**config.mk**
```make
export PLATFORM = sky130hd
export DESIGN_NAME = mask_run_length_span_decoder
export DESIGN_NICKNAME = d
export VERILOG_FILES = /design/src/hdl/mrlsd_pkg.sv /design/src/hdl/mrlsd_cfg.sv /design/src/hdl/mrlsd_decode.sv /design/src/hdl/mask_run_length_span_decoder.sv
export SDC_FILE = /design/constraint.sdc
export NUM_CORES = 1
export LEC_CHECK = 0
export BUFFER_PORTS_ARGS = -buffer_cell sky130_fd_sc_hd__buf_4
export CORE_ASPECT_RATIO = 1.75
export CORE_MARGIN = 8
export CORE_UTILIZATION = 60
export CTS_CLUSTER_DIAMETER = 200
export DETAILED_ROUTE_END_ITERATION = 6
export MAX_ROUTING_LAYER = met4
export PLACE_DENSITY = 0.8
export SYNTH_ARGS = -nofsm -noshare
export SYNTH_HDL_FRONTEND = slang
export SYNTH_SLANG_ARGS = --single-unit
```
**constraint.sdc**
```tcl
create_clock -name clk_i -period 23.5 [get_ports clk_i]
set_clock_uncertainty 0.15 [all_clocks]
set_input_delay 1.175 -clock clk_i [delete_from_list [all_inputs] [get_ports clk_i]]
set_output_delay 1.175 -clock clk_i [all_outputs]
set_load 0.05 [all_outputs]
```
**src/hdl/mrlsd_pkg.sv**
```systemverilog
package mrlsd_pkg;

  localparam int unsigned CfgW  = 11;
  localparam int unsigned PosW  = 10;
  localparam int unsigned ByteW = 8;
  localparam int unsigned RunW  = 10;
  localparam int unsigned AddrW = 5;
  localparam int unsigned DataW = 32;

  localparam logic [CfgW-1:0] MaxDim        = 11'd1024;
  localparam logic [CfgW-1:0] ShortExtWidth = 11'd320;

  localparam logic [CfgW-1:0] FrameWidthRst  = 11'd320;
  localparam logic [CfgW-1:0] FrameHeightRst = 11'd200;
  localparam logic [CfgW-1:0] WinWidthRst    = 11'd320;
  localparam logic [CfgW-1:0] WinHeightRst   = 11'd200;

  localparam logic [RunW-1:0] RunExtBase   = 10'd255;
  localparam logic [RunW-1:0] RunLongBase  = 10'd256;
  localparam logic [RunW-1:0] RunThirdBase = 10'd511;
  localparam logic [ByteW-1:0] ByteMax     = 8'd255;

  typedef enum logic [1:0] {
    KIND_SPAN = 2'd0,
    KIND_OK   = 2'd1,
    KIND_ERR  = 2'd2
  } kind_e;

  typedef enum logic [1:0] {
    PH_PARITY = 2'd0,
    PH_RUN    = 2'd1,
    PH_EXT    = 2'd2,
    PH_THIRD  = 2'd3
  } phase_e;

  typedef enum logic [2:0] {
    REG_FRAME_WIDTH  = 3'd0,
    REG_FRAME_HEIGHT = 3'd1,
    REG_WIN_X        = 3'd2,
    REG_WIN_Y        = 3'd3,
    REG_WIN_WIDTH    = 3'd4,
    REG_WIN_HEIGHT   = 3'd5
  } reg_e;

  typedef struct packed {
    logic [CfgW-1:0] frame_width;
    logic [CfgW-1:0] frame_height;
    logic [CfgW-1:0] win_x;
    logic [CfgW-1:0] win_y;
    logic [CfgW-1:0] win_width;
    logic [CfgW-1:0] win_height;
  } cfg_t;

  typedef struct packed {
    kind_e           kind;
    logic [PosW-1:0] row;
    logic [PosW-1:0] column;
    logic [CfgW-1:0] span_length;
  } result_t;

  // results caused by one mask byte, in delivery order
  typedef struct packed {
    logic    any;
    logic    two;
    result_t first;
    result_t second;
  } pair_t;

endpackage

```
**src/hdl/mrlsd_cfg.sv**
```systemverilog
module mrlsd_cfg import mrlsd_pkg::*; (
  input  logic             clk_i,
  input  logic             rst_ni,
  input  logic             psel,
  input  logic             penable,
  input  logic             pwrite,
  input  logic [AddrW-1:0] paddr,
  input  logic [DataW-1:0] pwdata,
  output logic [DataW-1:0] prdata,
  output logic             pready,
  output cfg_t             cfg_o
);

  cfg_t            cfg_q, cfg_d;
  reg_e            reg_sel;
  logic            wr_en;
  logic [CfgW-1:0] wr_val;
  logic [CfgW-1:0] rd_val;

  assign reg_sel = reg_e'(paddr[AddrW-1:2]);
  assign wr_en   = psel && penable && pwrite && pready;
  assign wr_val  = pwdata[CfgW-1:0];
  assign pready  = 1'b1;

  always_comb begin
    cfg_d = cfg_q;
    if (wr_en) begin
      unique case (reg_sel)
        REG_FRAME_WIDTH:  cfg_d.frame_width  = wr_val;
        REG_FRAME_HEIGHT: cfg_d.frame_height = wr_val;
        REG_WIN_X:        cfg_d.win_x        = wr_val;
        REG_WIN_Y:        cfg_d.win_y        = wr_val;
        REG_WIN_WIDTH:    cfg_d.win_width    = wr_val;
        REG_WIN_HEIGHT:   cfg_d.win_height   = wr_val;
        default: ;
      endcase
    end
  end

  always_comb begin
    unique case (reg_sel)
      REG_FRAME_WIDTH:  rd_val = cfg_q.frame_width;
      REG_FRAME_HEIGHT: rd_val = cfg_q.frame_height;
      REG_WIN_X:        rd_val = cfg_q.win_x;
      REG_WIN_Y:        rd_val = cfg_q.win_y;
      REG_WIN_WIDTH:    rd_val = cfg_q.win_width;
      REG_WIN_HEIGHT:   rd_val = cfg_q.win_height;
      default:          rd_val = '0;
    endcase
  end

  assign prdata = {{(DataW-CfgW){1'b0}}, rd_val};
  assign cfg_o  = cfg_q;

  always_ff @(posedge clk_i or negedge rst_ni) begin
    if (!rst_ni) begin
      cfg_q.frame_width  <= FrameWidthRst;
      cfg_q.frame_height <= FrameHeightRst;
      cfg_q.win_x        <= '0;
      cfg_q.win_y        <= '0;
      cfg_q.win_width    <= WinWidthRst;
      cfg_q.win_height   <= WinHeightRst;
    end else begin
      cfg_q <= cfg_d;
    end
  end

endmodule

```
**src/hdl/mrlsd_decode.sv**
```systemverilog
module mrlsd_decode import mrlsd_pkg::*; (
  input  logic             clk_i,
  input  logic             rst_ni,
  input  cfg_t             cfg_i,
  input  logic             fire_i,
  input  logic [ByteW-1:0] mask_byte_i,
  input  logic             end_of_mask_i,
  output pair_t            pair_o
);

  phase_e           phase_q, phase_d;
  logic [CfgW-1:0]  rows_q, rows_d;
  logic [CfgW-1:0]  col_q, col_d;
  logic [ByteW-1:0] par_q, par_d;
  logic             status_q, status_d;

  logic             win_ok, rows_full, dec_on;
  logic [CfgW:0]    x_end, y_end;
  logic [ByteW-1:0] b_inc;
  logic             have_run;
  logic [RunW-1:0]  run;
  phase_e           phase_step;
  logic [CfgW-1:0]  rem, vis, col_sum, run_ext;
  logic             row_done, span_hit, rows_end;
  logic [CfgW-1:0]  col_step, rows_step, col_fin;
  phase_e           phase_run, phase_fin;
  logic [ByteW-1:0] par_step;
  logic             span_valid, status_valid;
  kind_e            status_kind;
  logic [CfgW-1:0]  row_abs, col_abs;
  result_t          span_res, status_res;

  assign x_end = {1'b0, cfg_i.win_x} + {1'b0, cfg_i.win_width};
  assign y_end = {1'b0, cfg_i.win_y} + {1'b0, cfg_i.win_height};
  assign win_ok = !(cfg_i.frame_width > MaxDim || cfg_i.frame_height > MaxDim ||
                    cfg_i.win_x > cfg_i.frame_width || cfg_i.win_y > cfg_i.frame_height ||
                    x_end > {1'b0, cfg_i.frame_width} ||
                    y_end > {1'b0, cfg_i.frame_height});
  assign rows_full = rows_q >= cfg_i.win_height;
  assign dec_on    = win_ok && !rows_full;

  assign b_inc = 8'(mask_byte_i + 8'd1);

  always_comb begin
    have_run   = 1'b0;
    run        = '0;
    phase_step = phase_q;
    unique case (phase_q)
      PH_PARITY: ;
      PH_RUN: begin
        if (mask_byte_i != '0) begin
          have_run = 1'b1;
          run      = {2'b00, mask_byte_i};
        end else begin
          phase_step = PH_EXT;
        end
      end
      PH_EXT: begin
        if (cfg_i.frame_width == ShortExtWidth) begin
          have_run = 1'b1;
          run      = RunExtBase + {2'b00, b_inc};
        end else if (mask_byte_i == ByteMax) begin
          have_run = 1'b1;
          run      = RunThirdBase;
        end else if (mask_byte_i != '0) begin
          have_run = 1'b1;
          run      = RunLongBase + {2'b00, mask_byte_i};
        end else begin
          phase_step = PH_THIRD;
        end
      end
      PH_THIRD: begin
        have_run = 1'b1;
        run      = RunThirdBase + {2'b00, b_inc};
      end
      default: ;
    endcase
  end

  assign rem     = (col_q < cfg_i.win_width) ? 11'(cfg_i.win_width - col_q) : '0;
  assign run_ext = {1'b0, run};
  assign vis     = (run_ext < rem) ? run_ext : rem;
  assign col_sum = 11'(col_q + vis);

  always_comb begin
    row_done  = 1'b0;
    col_step  = col_q;
    phase_run = phase_step;
    par_step  = par_q;
    if (phase_q == PH_PARITY) begin
      par_step = mask_byte_i;
      col_step = '0;
      if (cfg_i.win_width == '0) begin
        row_done = 1'b1;
      end else begin
        phase_run = PH_RUN;
      end
    end
    if (have_run) begin
      col_step = col_sum;
      par_step = 8'(8'd0 - par_q);
      if (col_sum >= cfg_i.win_width) begin
        row_done = 1'b1;
      end else begin
        phase_run = PH_RUN;
      end
    end
  end

  assign span_hit  = have_run && !par_q[ByteW-1] && (vis != '0);
  assign rows_step = row_done ? 11'(rows_q + 11'd1) : rows_q;
  assign phase_fin = row_done ? PH_PARITY : phase_run;
  assign col_fin   = row_done ? '0 : col_step;
  assign rows_end  = row_done && (rows_step >= cfg_i.win_height);

  // next state
  always_comb begin
    phase_d  = phase_q;
    rows_d   = rows_q;
    col_d    = col_q;
    par_d    = par_q;
    status_d = status_q;
    if (fire_i) begin
      priority if (end_of_mask_i) begin
        phase_d  = PH_PARITY;
        rows_d   = '0;
        col_d    = '0;
        par_d    = '0;
        status_d = 1'b0;
      end else if (status_q) begin
        status_d = 1'b1;
      end else if (!dec_on) begin
        status_d = 1'b1;
      end else begin
        phase_d  = phase_fin;
        rows_d   = rows_step;
        col_d    = col_fin;
        par_d    = par_step;
        status_d = rows_end;
      end
    end
  end

  // results
  assign row_abs = 11'(cfg_i.win_y + rows_q);
  assign col_abs = 11'(cfg_i.win_x + col_q);

  always_comb begin
    span_valid   = !status_q && dec_on && span_hit;
    status_valid = !status_q && (!dec_on || rows_end || end_of_mask_i);
    priority if (!win_ok) begin
      status_kind = KIND_ERR;
    end else if (rows_full || rows_end) begin
      status_kind = KIND_OK;
    end else if (phase_fin == PH_PARITY) begin
      status_kind = KIND_OK;
    end else begin
      status_kind = KIND_ERR;
    end

    span_res.kind        = KIND_SPAN;
    span_res.row         = row_abs[PosW-1:0];
    span_res.column      = col_abs[PosW-1:0];
    span_res.span_length = vis;

    status_res.kind        = status_kind;
    status_res.row         = '0;
    status_res.column      = '0;
    status_res.span_length = '0;

    pair_o.any    = span_valid || status_valid;
    pair_o.two    = span_valid && status_valid;
    pair_o.first  = span_valid ? span_res : status_res;
    pair_o.second = status_res;
  end

  always_ff @(posedge clk_i or negedge rst_ni) begin
    if (!rst_ni) begin
      phase_q  <= PH_PARITY;
      rows_q   <= '0;
      col_q    <= '0;
      par_q    <= '0;
      status_q <= 1'b0;
    end else begin
      phase_q  <= phase_d;
      rows_q   <= rows_d;
      col_q    <= col_d;
      par_q    <= par_d;
      status_q <= status_d;
    end
  end

endmodule

```
**src/hdl/mask_run_length_span_decoder.sv**
```systemverilog
// Run-length mask decoder: takes one coded mask byte per cycle unless stalled
// and delivers spans to clear (absolute row, column, clipped length) plus one
// ok or error status per mask, one result per cycle unless the output stalls.
// A byte is decoded in the cycle it is accepted; its results (zero, one or
// two) go to the output register, or to the skid register while the output
// register is busy; a span and status from one byte go out span first.
// The one-deep skid register keeps input accepted while a result waits, so the
// input stalls only when two bytes' results are pending. Window registers are
// written over the APB port and must be stable while a mask is streaming.
module mask_run_length_span_decoder import mrlsd_pkg::*; (
  input  logic             clk_i,
  input  logic             rst_ni,
  input  logic             psel,
  input  logic             penable,
  input  logic             pwrite,
  input  logic [AddrW-1:0] paddr,
  input  logic [DataW-1:0] pwdata,
  output logic [DataW-1:0] prdata,
  output logic             pready,
  input  logic             in_valid_i,
  output logic             in_stall_o,
  input  logic [ByteW-1:0] mask_byte_i,
  input  logic             end_of_mask_i,
  output logic             out_valid_o,
  input  logic             out_stall_i,
  output logic [1:0]       kind_o,
  output logic [PosW-1:0]  row_o,
  output logic [PosW-1:0]  column_o,
  output logic [CfgW-1:0]  span_length_o,
  output logic             last_o
);

  cfg_t    cfg;
  pair_t   new_pair;
  logic    in_fire, push;
  pair_t   out_q, out_d, skid_q, skid_d;
  logic    out_valid_q, out_valid_d;
  logic    sel_q, sel_d;
  logic    skid_valid_q, skid_valid_d;
  result_t cur;
  logic    cur_last, out_pop, out_free;

  mrlsd_cfg u_cfg (
    .clk_i   (clk_i),
    .rst_ni  (rst_ni),
    .psel    (psel),
    .penable (penable),
    .pwrite  (pwrite),
    .paddr   (paddr),
    .pwdata  (pwdata),
    .prdata  (prdata),
    .pready  (pready),
    .cfg_o   (cfg)
  );

  mrlsd_decode u_decode (
    .clk_i         (clk_i),
    .rst_ni        (rst_ni),
    .cfg_i         (cfg),
    .fire_i        (in_fire),
    .mask_byte_i   (mask_byte_i),
    .end_of_mask_i (end_of_mask_i),
    .pair_o        (new_pair)
  );

  assign in_stall_o = skid_valid_q;
  assign in_fire    = in_valid_i && !in_stall_o;
  assign push       = in_fire && new_pair.any;

  assign cur      = sel_q ? out_q.second : out_q.first;
  assign cur_last = !out_q.two || sel_q;
  assign out_pop  = out_valid_q && !out_stall_i;
  assign out_free = !out_valid_q || (out_pop && cur_last);

  always_comb begin
    out_d        = out_q;
    out_valid_d  = out_valid_q;
    sel_d        = sel_q;
    skid_d       = skid_q;
    skid_valid_d = skid_valid_q;
    if (out_pop && !cur_last) begin
      sel_d = 1'b1;
    end
    if (out_free) begin
      sel_d = 1'b0;
      priority if (skid_valid_q) begin
        out_d        = skid_q;
        out_valid_d  = 1'b1;
        skid_valid_d = 1'b0;
      end else if (push) begin
        out_d       = new_pair;
        out_valid_d = 1'b1;
      end else begin
        out_valid_d = 1'b0;
      end
    end else if (push) begin
      skid_d       = new_pair;
      skid_valid_d = 1'b1;
    end
  end

  always_ff @(posedge clk_i or negedge rst_ni) begin
    if (!rst_ni) begin
      out_valid_q  <= 1'b0;
      sel_q        <= 1'b0;
      skid_valid_q <= 1'b0;
    end else begin
      out_valid_q  <= out_valid_d;
      sel_q        <= sel_d;
      skid_valid_q <= skid_valid_d;
    end
  end

  always_ff @(posedge clk_i) begin
    out_q  <= out_d;
    skid_q <= skid_d;
  end

  assign out_valid_o   = out_valid_q;
  assign kind_o        = cur.kind;
  assign row_o         = cur.row;
  assign column_o      = cur.column;
  assign span_length_o = cur.span_length;
  assign last_o        = cur_last;

  a_skid_behind_out: assert property (@(posedge clk_i) disable iff (!rst_ni)
    skid_valid_q |-> out_valid_q)
    else $error("skid register holds a transaction while output register is empty");

  a_status_last: assert property (@(posedge clk_i) disable iff (!rst_ni)
    (out_valid_o && kind_o != KIND_SPAN) |-> last_o)
    else $error("status result not marked last");

  a_status_zero: assert property (@(posedge clk_i) disable iff (!rst_ni)
    (out_valid_o && kind_o != KIND_SPAN) |->
      (row_o == '0 && column_o == '0 && span_length_o == '0))
    else $error("status result carries span fields");

  a_span_len: assert property (@(posedge clk_i) disable iff (!rst_ni)
    (out_valid_o && kind_o == KIND_SPAN) |-> (span_length_o != '0))
    else $error("empty span delivered");

  a_second_is_status: assert property (@(posedge clk_i) disable iff (!rst_ni)
    (out_valid_q && sel_q) |-> (kind_o != KIND_SPAN))
    else $error("second result of a byte is not a status");

endmodule

```
==> summary.txt <==
STA
  • Min Tclk post-route: ~12 ns
  • Count of final setup violators: 0
  • Fraction of the cycle the final worst path needs: slightly below 50%
  • Count of final max-slew check failures: 0
  • Setup repair after global routing missed its margin: no
  • Number of endpoints with negative hold slack in the final report: 0
  • Measured slew at the worst slew-check pin: between 1 and 1.5 ns
  • Worst slew margin relative to its limit: 15.2%
  • Post-route worst hold slack: 0.331 ns
  • Timing-limited maximum frequency: 86.6 MHz
  • Setup TNS: 0 ns

Global route
  • Total GRT Usage: 28.9%
  • Number of global-route vias before repair: about 12000
  • Maximum number of pins on one net before global-route repair: 74
  • Total congestion overflow after global routing: 0
  • Number of antenna violations at the first check in global routing: 0
  • Wire length of the first global-routing pass: 61000 microns

Synthesis
  • Number of synthesized flops with an enable pin: 72
  • Synthesized-area fraction occupied by ao, oa, aoi and oai cells: roughly a fifth
  • Biggest area consumer among synthesized cells: sky130_fd_sc_hd__dfrtp_1
  • Top cell types by occurrence after synthesis: sky130_fd_sc_hd__ha_1, sky130_fd_sc_hd__nand2_1, sky130_fd_sc_hd__o21ai_0, sky130_fd_sc_hd__inv_1, sky130_fd_sc_hd__a21oi_1
  • Area fraction in and, or, nand and nor cells after synthesis: ~16%
  • Number of cells produced by synthesis: 1477
  • Fraction of registers with async set/reset: 58.6%
  • Yosys cell types: 88
  • Area share of the largest cell type after synthesis: around 17%
  • Mux contribution to synthesized area: 6.65%
  • Dominant register cell in the synthesized netlist: sky130_fd_sc_hd__dfrtp_1
  • Ys Warns: 0
  • Post-synthesis instance area: about 0.014 sq mm
  • Synth Area in Adders: about 15%
  • Sequential element share of the synthesized area: about a third
  • Library cell with the highest instance count after synthesis: sky130_fd_sc_hd__ha_1
  • Top cells by area, synth: sky130_fd_sc_hd__dfrtp_1, sky130_fd_sc_hd__edfxtp_1, sky130_fd_sc_hd__ha_1
  • Xor and xnor area share after synthesis: between 3 and 4%
  • Synth Register Bits: roughly 170
  • Combinational family with the most area after synthesis: compound AO/OA/AOI/OAI gates
  • Avg Inst Size Synth: roughly 9.3 sq um

Cells and area
  • Antenna diodes: 0
  • Area growth syn-to-layout: 9.42%
  • Nets@finish: roughly 1700
  • Filler Cell Count: 1888
  • Final core area utilization: 66.6%
  • Register area: between 0.004 and 0.005 sq mm
  • Multi-input gate area in the final layout: 0.00838 sq mm
  • Fraction of final layout cells sized beyond drive strength 1: approximately 14%

Placement
  • Count of buffers inserted at the top-level ports: between 70 and 80
  • Detailed placer's ending HPWL: between 30000 and 40000 microns
  • Final weighted congestion in routability-driven placement: 1.02

Die
  • Initial Utilization: between 60% and 70%
  • Die Area: approximately 0.028 sq mm
  • DIE HEIGHT: around 220 microns
  • Die W: 131 microns
  • Number of ports placed on the die boundary: approximately 120
  • Core box area: approximately 0.023 sq mm
  • Cell row count: 73

Route
  • Via count normalized by instance count: ~6.3
  • Drt wl/cell: roughly 21 microns
  • Residual DRC: 0
  • Number of DRC violations after detailed-routing iteration 0: a little under 900
  • Final ANT Viol Nets: 0
  • DR vias: 11581
  • Number of detailed-route iterations in the first pass: 7
  • Post-detailed-routing wire length: slightly below 40000 microns

Clock tree
  • Number of buffers inserted by post-CTS setup repair: 0
  • Clock tree from TritonCTS: built
  • Root buf cell: sky130_fd_sc_hd__clkbuf_16
  • Clock buffers created by TritonCTS: 17
  • Insertion delay to the later sink of the worst-skew pair: roughly 0.46 ns
  • Total number of clock tree sinks: between 150 and 200
  • CTS hold repair buffers: 0
  • PostCTS Resize Cnt: 0
  • H-tree level count: 4
  • Maximum buffer depth of the clock tree: 2
  • Clock-pin slew reported for the worst setup and hold paths after clock tree synthesis: ~0.070 ns

Critical path
  • Master of the slowest instance on the critical path: sky130_fd_sc_hd__nor3_2
  • Data arrival time of the critical path: 11.51 ns
  • Class of the most critical setup path: flop to flop
  • Register-to-register setup slack: ~12 ns
  • Data required time of the worst path: between 20 and 25 ns
  • Library cell appearing most often on the critical path: sky130_fd_sc_hd__ha_1
  • Critical Path End Type: flop
  • Delay of the slowest critical-path stage: 0.66 ns
  • Max FO, Critical Path: 26
  • Startpoint kind of the worst setup timing path: flop

Power
  • Worst voltage drop across the vdd grid: approximately 0.000051 V
  • Power density relative to cell area: approximately 86 mW/mm^2
  • Total power draw: ~1300 uW
  • Lkg Pwr: slightly below 0.007 uW

Run status
  • Outcome: completed

Hold path
  • Worst min path class: flop to flop

Flow run
  • Maximum Capacitance Violations: 0
registers in the layout (all words and copies together), names as in the netlist, 2 cells and up:
register / cells
u_decode.phase_q: 2
skid_q: 36
u_cfg.cfg_o: 66
u_decode.par_q: 8
u_decode.col_q: 11
out_q: 36
u_decode.rows_q: 11
through the flow:
step,instances,instance area [sq um],setup WS (ns)
after CTS,1839,15100,12.09
after global placement,1807,14500,11.84
after global routing,1839,15100,11.17
after detailed placement,1807,14500,11.66
final,1839,15100,11.96
after floorplan,1498,13900,11.95
power breakdown:
part           internal, uW  switching [uW]  leakage, uW
Clock                   150             130     0.000276
Sequential              371            64.6      0.00194
Combinational           217             365      0.00466
Total                   738             559      0.00687
logic make-up after synthesis:
kind of cell | Yosys count
adders and majority gates | 162
muxes | 79
buffers and inverters | 181
other | 2
and+or+nand+nor | 426
xor gates and xnor gates | 57
AOI/OAI and AO/OA | 396
DFF | 174
layout by cell type (no fill, tap or decap), types with 23 or more instances in the layout:
cell type	netlist	layout
sky130_fd_sc_hd__a21o_1	31	31
sky130_fd_sc_hd__a21oi_1	100	100
sky130_fd_sc_hd__buf_4	22	83
sky130_fd_sc_hd__conb_1	2	23
sky130_fd_sc_hd__dfrtp_1	92	92
sky130_fd_sc_hd__edfxtp_1	72	72
sky130_fd_sc_hd__ha_1	156	156
sky130_fd_sc_hd__inv_1	106	106
sky130_fd_sc_hd__mux2_2	51	51
sky130_fd_sc_hd__nand2_1	122	122
sky130_fd_sc_hd__nand3_1	27	27
sky130_fd_sc_hd__nor2_1	79	78
sky130_fd_sc_hd__nor2b_1	54	54
sky130_fd_sc_hd__nor3_1	26	24
sky130_fd_sc_hd__o21ai_0	109	109
sky130_fd_sc_hd__xnor2_1	35	35
cell type report:
type	instances	share of cell area, %
clock buffer	18	2.91
clock inverter	14	0.896
inverter	107	2.66
multi-input combinational	1143	55.6
sequential	174	31.3
tap	300	2.49
timing repair buffer	83	4.13
metal layers:
layer,vias to the layer above,track usage (%),share of wire (%)
met5,-,-,0
met4,0,21.0,6.9
met3,131,4.50,5.6
met2,387,49.0,51
met1,5630,29.6,37
li1,5433,-,-
critical path, delay by kind of cell, from the launching register on:
kind | cells | cell delay, ns
xor gates and xnor gates | 2 | 0.34
adders and majority gates | 7 | 2.19
DFF | 1 | 0.50
and+or+nand+nor | 11 | 2.65
buffers and inverters | 3 | 0.67
AOI/OAI and AO/OA | 19 | 4.67
worst paths after layout:
| kind | startpoint | to | depth (start not counted) |
|---|---|---|---|
| worst max-delay path | u_cfg.cfg_o[11] | skid_q[48] | 42 |
| worst min-delay path | u_decode.par_q[1] | u_decode.par_q[1] | 2 |
| worst max register to register | u_cfg.cfg_o[11] | skid_q[48] | 42 |
| worst min register to register | u_decode.par_q[1] | u_decode.par_q[1] | 2 |
| max in group asynchronous | rst_ni | u_decode.col_q[3] | 2 |
| min in group asynchronous | rst_ni | u_decode.rows_q[6] | 1 |
Power figures use the tool's default switching activity.
